**config.mk**
```make
export PLATFORM = sky130hd
export DESIGN_NAME = fat32_directory_scanner
export DESIGN_NICKNAME = d
export VERILOG_FILES = /design/src/hdl/fds_pkg.sv /design/src/hdl/fds_core.sv /design/src/hdl/fds_out_queue.sv /design/src/hdl/fat32_directory_scanner.sv
export SDC_FILE = /design/constraint.sdc
export NUM_CORES = 2
export LEC_CHECK = 0
export BUFFER_PORTS_ARGS = -buffer_cell sky130_fd_sc_hd__clkbuf_2
export CAP_MARGIN = 5
export CORE_ASPECT_RATIO = 0.75
export CORE_MARGIN = 5
export CORE_UTILIZATION = 35
export DETAILED_ROUTE_END_ITERATION = 8
export MAX_ROUTING_LAYER = met4
export PLACE_DENSITY = 0.55
export SETUP_SLACK_MARGIN = 0.02
export SLEW_MARGIN = 10
export SYNTH_ARGS = -nofsm -noshare
export SYNTH_HDL_FRONTEND = slang
export SYNTH_SLANG_ARGS = --single-unit
export TNS_END_PERCENT = 50
```
**constraint.sdc**
```tcl
create_clock -name clk -period 8.85 [get_ports clk]
set_clock_uncertainty 0.2 [all_clocks]
set_input_delay 2.655 -clock clk [delete_from_list [all_inputs] [get_ports clk]]
set_output_delay 2.655 -clock clk [all_outputs]
set_load 0.01 [all_outputs]
```
**src/hdl/fds_pkg.sv**
```systemverilog
// ----------------------------------------------------------------------------
// fds_pkg
// Shared types, codes and helpers for the directory scanner.
// ----------------------------------------------------------------------------
package fds_pkg;

    localparam int ENTRIES_PER_SECTOR_DEF = 16;
    localparam int DOT_ENTRIES            = 2;
    localparam int OQ_DEPTH               = 4;
    localparam int OQ_PTR_W               = $clog2(OQ_DEPTH);
    localparam int OQ_CNT_W               = $clog2(OQ_DEPTH + 1);

    localparam logic [31:0] ROOT_CLUSTER  = 32'd2;
    localparam logic [31:0] END_OF_CHAIN  = 32'h0FFF_FFFF;
    localparam logic [7:0]  DELETED_MARK  = 8'hE5;
    localparam logic [7:0]  SPC_RESET     = 8'd8;

    // opcodes
    localparam logic [1:0] OP_START = 2'd0;
    localparam logic [1:0] OP_ENTRY = 2'd1;
    localparam logic [1:0] OP_FAT   = 2'd2;

    // result kinds
    localparam logic [1:0] KIND_RECORD   = 2'd0;
    localparam logic [1:0] KIND_DIR_READ = 2'd1;
    localparam logic [1:0] KIND_FAT_READ = 2'd2;
    localparam logic [1:0] KIND_END      = 2'd3;

    // config register indexes
    localparam logic [1:0] CFG_ROOT_DIR_SECTOR     = 2'd0;
    localparam logic [1:0] CFG_SECTORS_PER_CLUSTER = 2'd1;
    localparam logic [1:0] CFG_FAT_BASE_SECTOR     = 2'd2;

    // extensions, byte 8 in bits 7:0
    localparam int NUM_EXT = 9;
    localparam logic [23:0] KNOWN_EXT [NUM_EXT] = '{
        24'h33504D,  // MP3
        24'h414D57,  // WMA
        24'h44494D,  // MID
        24'h564157,  // WAV
        24'h414C46,  // FLA
        24'h545854,  // TXT
        24'h4E4942,  // BIN
        24'h202020,  // three spaces
        24'h47474F   // OGG
    };

    typedef enum logic [1:0] {
        MODE_IDLE,
        MODE_SCAN,
        MODE_WAIT_FAT
    } scan_mode_t;

    typedef struct packed {
        logic [31:0] root_dir_sector;
        logic [7:0]  sectors_per_cluster;
        logic [31:0] fat_base_sector;
    } cfg_t;

    typedef struct packed {
        scan_mode_t  mode;
        logic [7:0]  sector_in_cluster;
        logic [31:0] current_cluster;
        logic [31:0] current_sector;
        logic [15:0] accepted_count;
    } scan_state_t;

    typedef struct packed {
        logic [1:0]  opcode;
        logic [63:0] name_base;
        logic [23:0] name_ext;
        logic [31:0] cluster;
        logic [31:0] entry_size;
        logic [31:0] fat_word;
        logic [31:0] folder_sector;
        logic [31:0] folder_cluster;
    } item_t;

    typedef struct packed {
        logic [1:0]  kind;
        logic [31:0] request_sector;
        logic [6:0]  fat_word_index;
        logic [63:0] record_name;
        logic [23:0] record_ext;
        logic [31:0] record_cluster;
        logic [31:0] record_sector;
        logic [31:0] record_length;
        logic [15:0] record_number;
        logic        last;
    } result_t;

    function automatic logic ext_known(input logic [23:0] ext);
        logic hit;
        hit = 1'b0;
        for (int i = 0; i < NUM_EXT; i++)
        begin
            if (ext == KNOWN_EXT[i])
            begin
                hit = 1'b1;
            end
        end
        return hit;
    endfunction

    function automatic result_t make_request(input logic [1:0] kind,
                                             input logic [31:0] sector,
                                             input logic [6:0] index);
        result_t r;
        r = '0;
        r.kind           = kind;
        r.request_sector = sector;
        r.fat_word_index = index;
        r.last           = 1'b1;
        return r;
    endfunction

endpackage

```
**src/hdl/fds_core.sv**
```systemverilog
// ----------------------------------------------------------------------------
// fds_core
// Per-item scan step: next scan state and up to two results.
// ----------------------------------------------------------------------------
module fds_core #(
    parameter int ENTRIES_PER_SECTOR = fds_pkg::ENTRIES_PER_SECTOR_DEF,
    parameter int SLOT_W             = $clog2(ENTRIES_PER_SECTOR)
) (
    input  fds_pkg::cfg_t        cfg,
    input  fds_pkg::scan_state_t state,
    input  logic [SLOT_W-1:0]    slot,
    input  fds_pkg::item_t       item,
    output fds_pkg::scan_state_t state_next,
    output logic [SLOT_W-1:0]    slot_next,
    output fds_pkg::result_t     res0,
    output fds_pkg::result_t     res1,
    output logic [1:0]           res_count
);
    import fds_pkg::*;

    logic [31:0] map_cluster;
    logic [31:0] map_offset;
    logic [31:0] map_product;
    logic [31:0] map_sector;

    // one shared cluster-to-sector mapper: FAT reply or entry cluster
    assign map_cluster = (item.opcode == OP_FAT) ? item.fat_word : item.cluster;
    assign map_offset  = map_cluster - ROOT_CLUSTER;
    assign map_product = map_offset * {24'd0, cfg.sectors_per_cluster};
    assign map_sector  = cfg.root_dir_sector + map_product;

    always_comb
    begin
        logic      take;
        logic      wrap;
        logic      is_root;
        logic [7:0] sic_inc;
        result_t   rec;
        result_t   req;

        state_next = state;
        slot_next  = slot;
        res0       = '0;
        res1       = '0;
        res_count  = 2'd0;
        take       = 1'b0;
        wrap       = 1'b0;
        is_root    = 1'b0;
        sic_inc    = state.sector_in_cluster + 8'd1;
        rec        = '0;
        req        = '0;

        case (item.opcode)
            OP_START:
            begin
                is_root                    = (item.folder_cluster == ROOT_CLUSTER);
                state_next.current_sector  = item.folder_sector;
                state_next.current_cluster = item.folder_cluster;
                state_next.sector_in_cluster = 8'd0;
                state_next.accepted_count  = 16'd0;
                state_next.mode            = MODE_SCAN;
                slot_next = is_root ? '0 : SLOT_W'(DOT_ENTRIES);
                res0      = make_request(KIND_DIR_READ, item.folder_sector, 7'd0);
                res_count = 2'd1;
            end
            OP_ENTRY:
            begin
                if (state.mode == MODE_SCAN)
                begin
                    if (item.name_base[31:0] == 32'd0)
                    begin
                        state_next.mode = MODE_IDLE;
                        res0      = make_request(KIND_END, 32'd0, 7'd0);
                        res_count = 2'd1;
                    end
                    else
                    begin
                        take = ((item.entry_size == 32'd0) || ext_known(item.name_ext))
                               && (item.name_base[7:0] != DELETED_MARK);
                        wrap = (slot == SLOT_W'(ENTRIES_PER_SECTOR - 1));

                        rec.kind           = KIND_RECORD;
                        rec.record_name    = item.name_base;
                        rec.record_ext     = item.name_ext;
                        rec.record_cluster = item.cluster;
                        rec.record_sector  = map_sector;
                        rec.record_length  = item.entry_size;
                        rec.record_number  = state.accepted_count;
                        rec.last           = !wrap;
                        if (take)
                        begin
                            state_next.accepted_count = state.accepted_count + 16'd1;
                        end

                        if (wrap)
                        begin
                            slot_next = '0;
                            state_next.sector_in_cluster = sic_inc;
                            if (sic_inc == cfg.sectors_per_cluster)
                            begin
                                state_next.mode = MODE_WAIT_FAT;
                                req = make_request(KIND_FAT_READ,
                                    cfg.fat_base_sector + {7'd0, state.current_cluster[31:7]},
                                    state.current_cluster[6:0]);
                            end
                            else
                            begin
                                state_next.current_sector = state.current_sector + 32'd1;
                                req = make_request(KIND_DIR_READ,
                                                   state.current_sector + 32'd1, 7'd0);
                            end
                        end
                        else
                        begin
                            slot_next = slot + SLOT_W'(1);
                        end

                        // record first, then the sector request
                        if (take)
                        begin
                            res0 = rec;
                            res1 = req;
                        end
                        else
                        begin
                            res0 = req;
                        end
                        res_count = {1'b0, take} + {1'b0, wrap};
                    end
                end
            end
            OP_FAT:
            begin
                if (state.mode == MODE_WAIT_FAT)
                begin
                    if (item.fat_word == END_OF_CHAIN)
                    begin
                        state_next.mode = MODE_IDLE;
                        res0 = make_request(KIND_END, 32'd0, 7'd0);
                    end
                    else
                    begin
                        state_next.current_cluster   = item.fat_word;
                        state_next.current_sector    = map_sector;
                        state_next.sector_in_cluster = 8'd0;
                        state_next.mode              = MODE_SCAN;
                        slot_next = '0;
                        res0 = make_request(KIND_DIR_READ, map_sector, 7'd0);
                    end
                    res_count = 2'd1;
                end
            end
            default:
            begin
                res_count = 2'd0;
            end
        endcase
    end

endmodule

```
**src/hdl/fds_out_queue.sv**
```systemverilog
// ----------------------------------------------------------------------------
// fds_out_queue
// Small result queue: pushes up to two words a cycle, pops one.
// ----------------------------------------------------------------------------
module fds_out_queue (
    input  logic                            clk,
    input  logic                            rst_n,
    input  logic [1:0]                      push_count,
    input  fds_pkg::result_t                push0,
    input  fds_pkg::result_t                push1,
    input  logic                            pop,
    output fds_pkg::result_t                head,
    output logic [fds_pkg::OQ_CNT_W-1:0]    count,
    output logic                            room2
);
    import fds_pkg::*;

    result_t               entry_reg [OQ_DEPTH];
    logic [OQ_PTR_W-1:0]   wr_ptr_reg;
    logic [OQ_PTR_W-1:0]   wr_ptr_next;
    logic [OQ_PTR_W-1:0]   rd_ptr_reg;
    logic [OQ_PTR_W-1:0]   rd_ptr_next;
    logic [OQ_CNT_W-1:0]   count_reg;
    logic [OQ_CNT_W-1:0]   count_next;

    assign head  = entry_reg[rd_ptr_reg];
    assign count = count_reg;
    assign room2 = (count_reg <= OQ_CNT_W'(OQ_DEPTH - 2));

    always_comb
    begin
        wr_ptr_next = wr_ptr_reg + OQ_PTR_W'(push_count);
        rd_ptr_next = rd_ptr_reg + OQ_PTR_W'(pop);
        count_next  = count_reg + OQ_CNT_W'(push_count) - OQ_CNT_W'(pop);
    end

    always_ff @(posedge clk or negedge rst_n)
    begin
        if (!rst_n)
        begin
            wr_ptr_reg <= '0;
            rd_ptr_reg <= '0;
            count_reg  <= '0;
        end
        else
        begin
            wr_ptr_reg <= wr_ptr_next;
            rd_ptr_reg <= rd_ptr_next;
            count_reg  <= count_next;
        end
    end

    always_ff @(posedge clk)
    begin
        if (push_count != 2'd0)
        begin
            entry_reg[wr_ptr_reg] <= push0;
        end
        if (push_count == 2'd2)
        begin
            entry_reg[wr_ptr_reg + OQ_PTR_W'(1)] <= push1;
        end
    end

endmodule

```
**src/hdl/fat32_directory_scanner.sv**
```systemverilog
// ----------------------------------------------------------------------------
// fat32_directory_scanner
// Walks a FAT32 folder: sector and FAT requests out, file records out.
// ----------------------------------------------------------------------------
// Usage:
//   Input channel (in_valid/in_stall) carries one word per item: a folder
//   start, a 32-byte directory entry, or a FAT word reply, chosen by opcode.
//   Output channel (out_valid/out_stall) returns result words: file records,
//   directory sector reads, FAT sector reads and scan end; "last" marks the
//   final word caused by one input word (an entry may cause two).
//   Config channel (cfg_valid/cfg_ready, always ready) writes the data area
//   base, sectors per cluster and FAT base; write only while idle.
// Timing: a taken word is held in the input register and evaluated there;
//   its results are written into the result queue, whose head is the output.
// Throughput: one input word per cycle while the queue has room for two
//   results; the output port delivers one result per cycle while out_stall
//   is low, and an entry that ends a sector and also yields a record gives
//   two results. The 4-deep result queue sets how far the two sides may drift
//   apart: the input register stalls when fewer than two slots are free.
// Reset: scan goes idle, queue empties, config returns to its reset values.
// Receiver stall: results wait in the queue; once it is nearly full the
//   held input word stalls the sender.
// ----------------------------------------------------------------------------
module fat32_directory_scanner #(
    parameter int ENTRIES_PER_SECTOR = fds_pkg::ENTRIES_PER_SECTOR_DEF
) (
    input  logic        clk,
    input  logic        rst_n,

    input  logic        cfg_valid,
    output logic        cfg_ready,
    input  logic [1:0]  cfg_index,
    input  logic [31:0] cfg_data,

    input  logic        in_valid,
    output logic        in_stall,
    input  logic [1:0]  opcode,
    input  logic [63:0] name_base,
    input  logic [23:0] name_ext,
    input  logic [15:0] cluster_high,
    input  logic [15:0] cluster_low,
    input  logic [31:0] entry_size,
    input  logic [31:0] fat_word,
    input  logic [31:0] folder_sector,
    input  logic [31:0] folder_cluster,

    output logic        out_valid,
    input  logic        out_stall,
    output logic [1:0]  kind,
    output logic [31:0] request_sector,
    output logic [6:0]  fat_word_index,
    output logic [63:0] record_name,
    output logic [23:0] record_ext,
    output logic [31:0] record_cluster,
    output logic [31:0] record_sector,
    output logic [31:0] record_length,
    output logic [15:0] record_number,
    output logic        last
);
    import fds_pkg::*;

    localparam int SLOT_W = $clog2(ENTRIES_PER_SECTOR);

    // config registers
    cfg_t              cfg_reg;

    // input register
    logic              in_valid_reg;
    logic              in_valid_next;
    item_t             item_reg;
    logic              in_take;
    logic              consume;

    // scan state
    scan_state_t       state_reg;
    scan_state_t       state_next;
    logic [SLOT_W-1:0] slot_reg;
    logic [SLOT_W-1:0] slot_next;

    // results
    result_t           res0;
    result_t           res1;
    logic [1:0]        res_count;
    logic [1:0]        push_count;
    result_t           head;
    logic [OQ_CNT_W-1:0] q_count;
    logic              q_room2;
    logic              pop;

    assign cfg_ready = 1'b1;

    always_ff @(posedge clk or negedge rst_n)
    begin
        if (!rst_n)
        begin
            cfg_reg.root_dir_sector     <= '0;
            cfg_reg.sectors_per_cluster <= SPC_RESET;
            cfg_reg.fat_base_sector     <= '0;
        end
        else if (cfg_valid && cfg_ready)
        begin
            case (cfg_index)
                CFG_ROOT_DIR_SECTOR:     cfg_reg.root_dir_sector     <= cfg_data;
                CFG_SECTORS_PER_CLUSTER: cfg_reg.sectors_per_cluster <= cfg_data[7:0];
                CFG_FAT_BASE_SECTOR:     cfg_reg.fat_base_sector     <= cfg_data;
                default:                 cfg_reg <= cfg_reg;
            endcase
        end
    end

    // held word moves on once the queue can take two results
    assign consume  = in_valid_reg && q_room2;
    assign in_stall = in_valid_reg && !q_room2;
    assign in_take  = in_valid && !in_stall;

    always_comb
    begin
        if (in_take)
        begin
            in_valid_next = 1'b1;
        end
        else if (consume)
        begin
            in_valid_next = 1'b0;
        end
        else
        begin
            in_valid_next = in_valid_reg;
        end
    end

    always_ff @(posedge clk or negedge rst_n)
    begin
        if (!rst_n)
        begin
            in_valid_reg <= 1'b0;
        end
        else
        begin
            in_valid_reg <= in_valid_next;
        end
    end

    always_ff @(posedge clk)
    begin
        if (in_take)
        begin
            item_reg.opcode         <= opcode;
            item_reg.name_base      <= name_base;
            item_reg.name_ext       <= name_ext;
            item_reg.cluster        <= {cluster_high, cluster_low};
            item_reg.entry_size     <= entry_size;
            item_reg.fat_word       <= fat_word;
            item_reg.folder_sector  <= folder_sector;
            item_reg.folder_cluster <= folder_cluster;
        end
    end

    fds_core #(
        .ENTRIES_PER_SECTOR (ENTRIES_PER_SECTOR),
        .SLOT_W             (SLOT_W)
    ) u_core (
        .cfg        (cfg_reg),
        .state      (state_reg),
        .slot       (slot_reg),
        .item       (item_reg),
        .state_next (state_next),
        .slot_next  (slot_next),
        .res0       (res0),
        .res1       (res1),
        .res_count  (res_count)
    );

    always_ff @(posedge clk or negedge rst_n)
    begin
        if (!rst_n)
        begin
            state_reg.mode              <= MODE_IDLE;
            state_reg.sector_in_cluster <= '0;
            state_reg.current_cluster   <= '0;
            state_reg.current_sector    <= '0;
            state_reg.accepted_count    <= '0;
            slot_reg                    <= '0;
        end
        else if (consume)
        begin
            state_reg <= state_next;
            slot_reg  <= slot_next;
        end
    end

    assign push_count = consume ? res_count : 2'd0;
    assign pop        = out_valid && !out_stall;

    fds_out_queue u_queue (
        .clk        (clk),
        .rst_n      (rst_n),
        .push_count (push_count),
        .push0      (res0),
        .push1      (res1),
        .pop        (pop),
        .head       (head),
        .count      (q_count),
        .room2      (q_room2)
    );

    assign out_valid      = (q_count != '0);
    assign kind           = head.kind;
    assign request_sector = head.request_sector;
    assign fat_word_index = head.fat_word_index;
    assign record_name    = head.record_name;
    assign record_ext     = head.record_ext;
    assign record_cluster = head.record_cluster;
    assign record_sector  = head.record_sector;
    assign record_length  = head.record_length;
    assign record_number  = head.record_number;
    assign last           = head.last;

`ifndef ASSERT_OFF
    a_queue_bound: assert property (@(posedge clk) disable iff (!rst_n)
        q_count <= OQ_CNT_W'(OQ_DEPTH))
        else $error("result queue over depth");

    a_held_word_kept: assert property (@(posedge clk) disable iff (!rst_n)
        (in_valid_reg && !q_room2) |=> in_valid_reg)
        else $error("stalled input word lost");

    a_start_scans: assert property (@(posedge clk) disable iff (!rst_n)
        (consume && item_reg.opcode == OP_START) |=> state_reg.mode == MODE_SCAN)
        else $error("start did not enter scan");

    a_end_is_last: assert property (@(posedge clk) disable iff (!rst_n)
        (out_valid && kind == KIND_END) |-> last)
        else $error("scan end without last");
`endif

endmodule
```
# Yosys cells after proc, flatten, opt, wreduce, memory -nomap -nowiden
# Memory sizes are Yosys's and may differ from the RTL's.
# Index checks and enable logic that the tools add are counted.
# word_totals
regBits	424
elab_cells	156
n_memories	1
mem_bits_rw	968
# mem_list
name	words	width	rd	rd_clocked_by_memory_dff	write_ports	line	source
u_queue.entry_reg	4	242	1	0	2	fds_out_queue.sv:18	result_t entry_reg [OQ_DEPTH];
# classes
n_mul	1
eq_ne	30
reduce_logical	29
add_sub_neg	13
n_lt_le_gt_ge	1
mux	60
# ops
operator	count
2-to-1 mux 242 bit	11
case mux 242 bit (3 select lines)	1
equality test 24 x 23 -> 1 bit (second input constant)	7
2-to-1 mux 32 bit	3
2-to-1 mux 48 bit	2
case mux 32 bit (3 select lines)	1
2-to-1 mux 74 bit	1
2-to-1 mux 72 bit	1
zero test 32 bit	2
case mux 32 bit (2 select lines)	1
equality test 24 x 22 -> 1 bit (second input constant)	2
adder 32 x 1 -> 32 bit (second input constant)	1
adder 32 x 25 -> 32 bit	1
adder 32 bit	1
equality test 32 x 2 -> 1 bit (second input constant)	1
equality test 32 x 28 -> 1 bit (second input constant)	1
multiplier 32 x 8 -> 32 bit	1
case mux 16 bit (2 select lines)	1
subtractor 32 x 2 -> 32 bit (second input constant)	1
case mux 10 bit (3 select lines)	1
2-to-1 mux 1 bit	20
2-to-1 mux 10 bit	2
2-to-1 mux 4 bit	5
adder 16 x 1 -> 16 bit (second input constant)	1
other kinds (34)	65

# Depth between registers and ports, before layout
# logic_depth
word_depth	23
ltp_mapped	38
mapped_depth_nobuf	31

# Hierarchy
# Synthesis repeated with hierarchy kept, for this count alone.
# unflattened
cells_unflattened	5508
area_unflattened_um2	80146.9
# by_module_without_submodules
mod	n_inst	cells_per_inst	seq_area_each_um2	area_per_inst_um2
fds_out_queue	1	2378	29243.0	48487.8
fds_core	1	2517	0.0	17848.4
fat32_directory_scanner	1	613	11687.5	13810.7

# Least setup slack after synthesis
# OpenSTA, ideal clock, no wires.
# synth_timing
path_type	reg-to-reg
startpoint	register item_reg[248] (netlist name)
endpoint	memory u_queue.entry_reg[0][239] (netlist name) (data pin)
path_slack_ns	-0.624
required_time_ns	8.374
setup_time_ns	0.276
arrival_time_ns	8.999
path_stages_with_launch	39
cell_sequence	edfxtp_1 inv_1 ha_1 buf_6 buf_8 buf_6 clkbuf_1 clkbuf_1 clkbuf_1 clkbuf_1 mux2i_1 ha_1 o211ai_2 or2_2 nor2_1 xnor2_1 nor2_1 a21oi_1 [3 not listed] fa_1 fa_1 inv_1 fa_1 inv_1 ha_1 clkbuf_1 a21o_1 a21o_1 a21oi_1 o21ai_0 a2111oi_0 o31ai_1 nand2_1 o21ai_0 xnor2_1 a222oi_1 o22ai_1
# synth_lines
element	line	source
start, declared	fat32_directory_scanner.sv:70	item_t item_reg;
end, declared	fds_out_queue.sv:18	

==> flow_summary.ini <==
[floorplan]
dieArea_mm2 = 0.197
pin_count = 534
core_area_mm2 = 0.186
die_y_um = 386
start_util_pct = 35.3
die_x_um = 511
row_count = 137

[layout]
final_area_mm2 = 0.0760
nets = 7128
fin_cells = 9216
syn_to_final_growth_pct = 15.5
final_common_cell = o21ai_0
fill_cells = 18000
drive_above_1_share_pct = 18.2
largest_reg_flops = 968
layout_common_cells = o21ai_0 (950), nand3_1 (847), dfxtp_1 (800), clkbuf_2 (531), nand2_1 (455)

[power_and_ir_drop]
power.switching_mw = 16.3
intPower_mw = 18.0
power_frac_clock_pct = 18.3
total_power_mw = 34.2
pwr_density_cell_mw_per_mm2 = 451
p_leak_nw = 28.0
power_frac_comb_pct = 58.5
seq_power_share_pct = 23.2
ir_worst_vdd_v = 0.00106
sw_frac_of_total_pct = 47.5

[logic_synthesis]
ys_ff_latch = 1392
syn-instance-count = 6246
syn_area_mm2 = 0.0658
ys_seq_area_share_pct = 50.0
async_flop_share_pct = 12.5
synth_cell_types = 90
syn_avg_cell_area_um2 = 10.5
synth_fp_nets = 6805
synthFlopType = dfxtp_1
synth_edf_count = 418
yosys_warnings = 0

[worst_setup_path]
cpPeakStageDelay_ns = 0.55
worstSetupPathType = reg2reg
end_kind = flop
critPathRequiredTime_ns = 9.13
crit_arrival_ns = 8.72
crit_path_top_delay_cell = fa_1
crit_buf_inv = 7
cp_top_family = adder cells
crit_fanout = 21
crit_path_start_kind = flop

[route]
dr.pass1.iters = 9
first_iter_violations = 5476
totalWireLength_um = 231000
wl_per_cell_um = 25.0
postRouteAntennaNets = 0
vias = 51400
viasPerCell = 5.58
drc_errors = 0

[cts]
numCtsBuffers = 148
htreeDepth = 4
cts_sinks = 1392
cts.clk_slew.worst_paths_ns = 0.07
clockRootBuffer = clkbuf_16
cts_tree = done
cts_max_path_buffers = 3
ctsHoldBuffers = 0
clk_latency_ns = 0.79

[sta]
fmax_ghz = 0.119
drv_slew = 0
slew_headroom_pct = 14.3
setup_viol_count_final = 0
fin_ws_ns = 0.414
period_needed_ns = 8.44
hold_viol = 0
finalCritPeriodShare_pct = 95.3
tightest_slew_ns = 1.29

[global_route]
grt_pass1_wl_um = 340000
antenna_found_initial = 22
grt_max_degree = 188
grt_pass1_vias = 49600
grt_usage_pct = 23.4
grt.overflow.total = 0

[placed_design]
place_area_mm2 = 0.0710
io_buffers = 532
place_ws_ns = 0.142
finalWeightedCongestion = 0.907
placed_cells = 8916
dp_hpwl_um = 159000

[flow_run]
drv_cap = 0

[worst_hold_path]
hold_path.class = reg2reg

[run_status]
outcome = finished clean
[power groups by stage]
stage	registers, mW	clock network, mW	logic [mW]
3_3_place_gp	8.06	0	19.4
4_1_cts	7.93	6.42	19.5
6_report	7.94	6.28	20.0
3_5_place_dp	8.06	0	19.5
2_1_floorplan	7.64	0	11.9
5_1_grt	8.00	6.68	21.7
[worst min-delay path: stages, from the launching register on]
cell	delay (ns)
dfxtp_1	0.32
nand3_1	0.05
o21ai_0	0.06
[cells in the mapped netlist, drive strengths merged (19+ instances only)]
master | instances | share of area [%]
and3 | 19 | 0.18
a22oi | 20 | 0.23
ha | 82 | 1.6
a22o | 19 | 0.25
xor2 | 48 | 0.64
dfrtp | 173 | 6.6
nand2b | 36 | 0.34
o21ai | 954 | 7.3
a21o | 44 | 0.50
fa | 188 | 5.7
nor3 | 60 | 0.46
o22ai | 104 | 1.0
nand3 | 849 | 6.5
edfxtp | 418 | 19
o211ai | 25 | 0.29
buf | 121 | 0.74
nand4 | 27 | 0.26
a221oi | 23 | 0.31
nand2 | 465 | 2.7
nor2b | 32 | 0.30
nor2 | 189 | 1.1
dfxtp | 800 | 24
inv | 275 | 1.6
mux4 | 242 | 8.3
mux2i | 61 | 0.93
clkbuf | 343 | 2.0
a21oi | 122 | 0.93
xnor2 | 95 | 1.3
and2 | 158 | 1.5
mux2 | 50 | 0.86
nor4 | 33 | 0.31
[routing by layer]
metal  vias up  track usage (%)  share of wire (%)
met4         0             6.43                2.9
met2      2068             34.5                 44
met5         -                -                  0
met1     25800             32.1                 44
met3       354             5.71                8.7
li1      23200                -                  -
[path summary, 6_finish.rpt]
check | startpoint | endpoint | slack (ns) | cells after the start
min | u_queue.entry_reg[3][77] | u_queue.entry_reg[3][77] | 0.27 | 2
min in group asynchronous | rst_n | cfg_reg[64] | 1.79 | 1
max reg2reg | item_reg[248] | u_queue.entry_reg[0][239] | 0.41 | 31
max | item_reg[248] | u_queue.entry_reg[0][239] | 0.41 | 31
min reg2reg | u_queue.entry_reg[3][77] | u_queue.entry_reg[3][77] | 0.27 | 2
max in group asynchronous | rst_n | u_queue.rd_ptr_reg[0] | 5.48 | 2
[metrics by stage]
step | hold slack, ns | utilization [%] | TNS [ns]
floorplan | 0.238 | - | 0
global placement | 0.247 | 38.0 | 0
detailed placement | 0.256 | 38.0 | 0
CTS | 0.269 | 40.7 | 0
global route | 0.286 | 40.7 | -0.0696
finish | 0.265 | 40.8 | 0
[repair_timing]
action	in CTS	in global routing
setup endpoints to repair	0	42
gates resized for setup	0	14
setup buffers	0	5
[final cells by class]
cell class              count  area, um^2  share of cell area, %
clock buffers             223        4380                   5.77
well taps                2502        3130                   4.12
diodes                     19        47.5                 0.0626
repair buffers            637        3660                   4.81
inverters                 279        1050                   1.38
clock inverters            53         488                  0.642
flip-flops and latches   1392       32900                   43.3
multi-input cells        4111       30300                   39.9
[logic make-up after synthesis]
family | synth area share, %
buffers and inverters | 4.29
other | 0.00570
XOR/XNOR | 1.98
adder cells (fa/ha/maj) | 7.28
flip-flops | 50.0
multiplexers | 10.1
AO/OA/AOI/OAI | 12.0
AND/OR/NAND/NOR | 14.4
No activity file was read; power rests on OpenSTA's default activity.
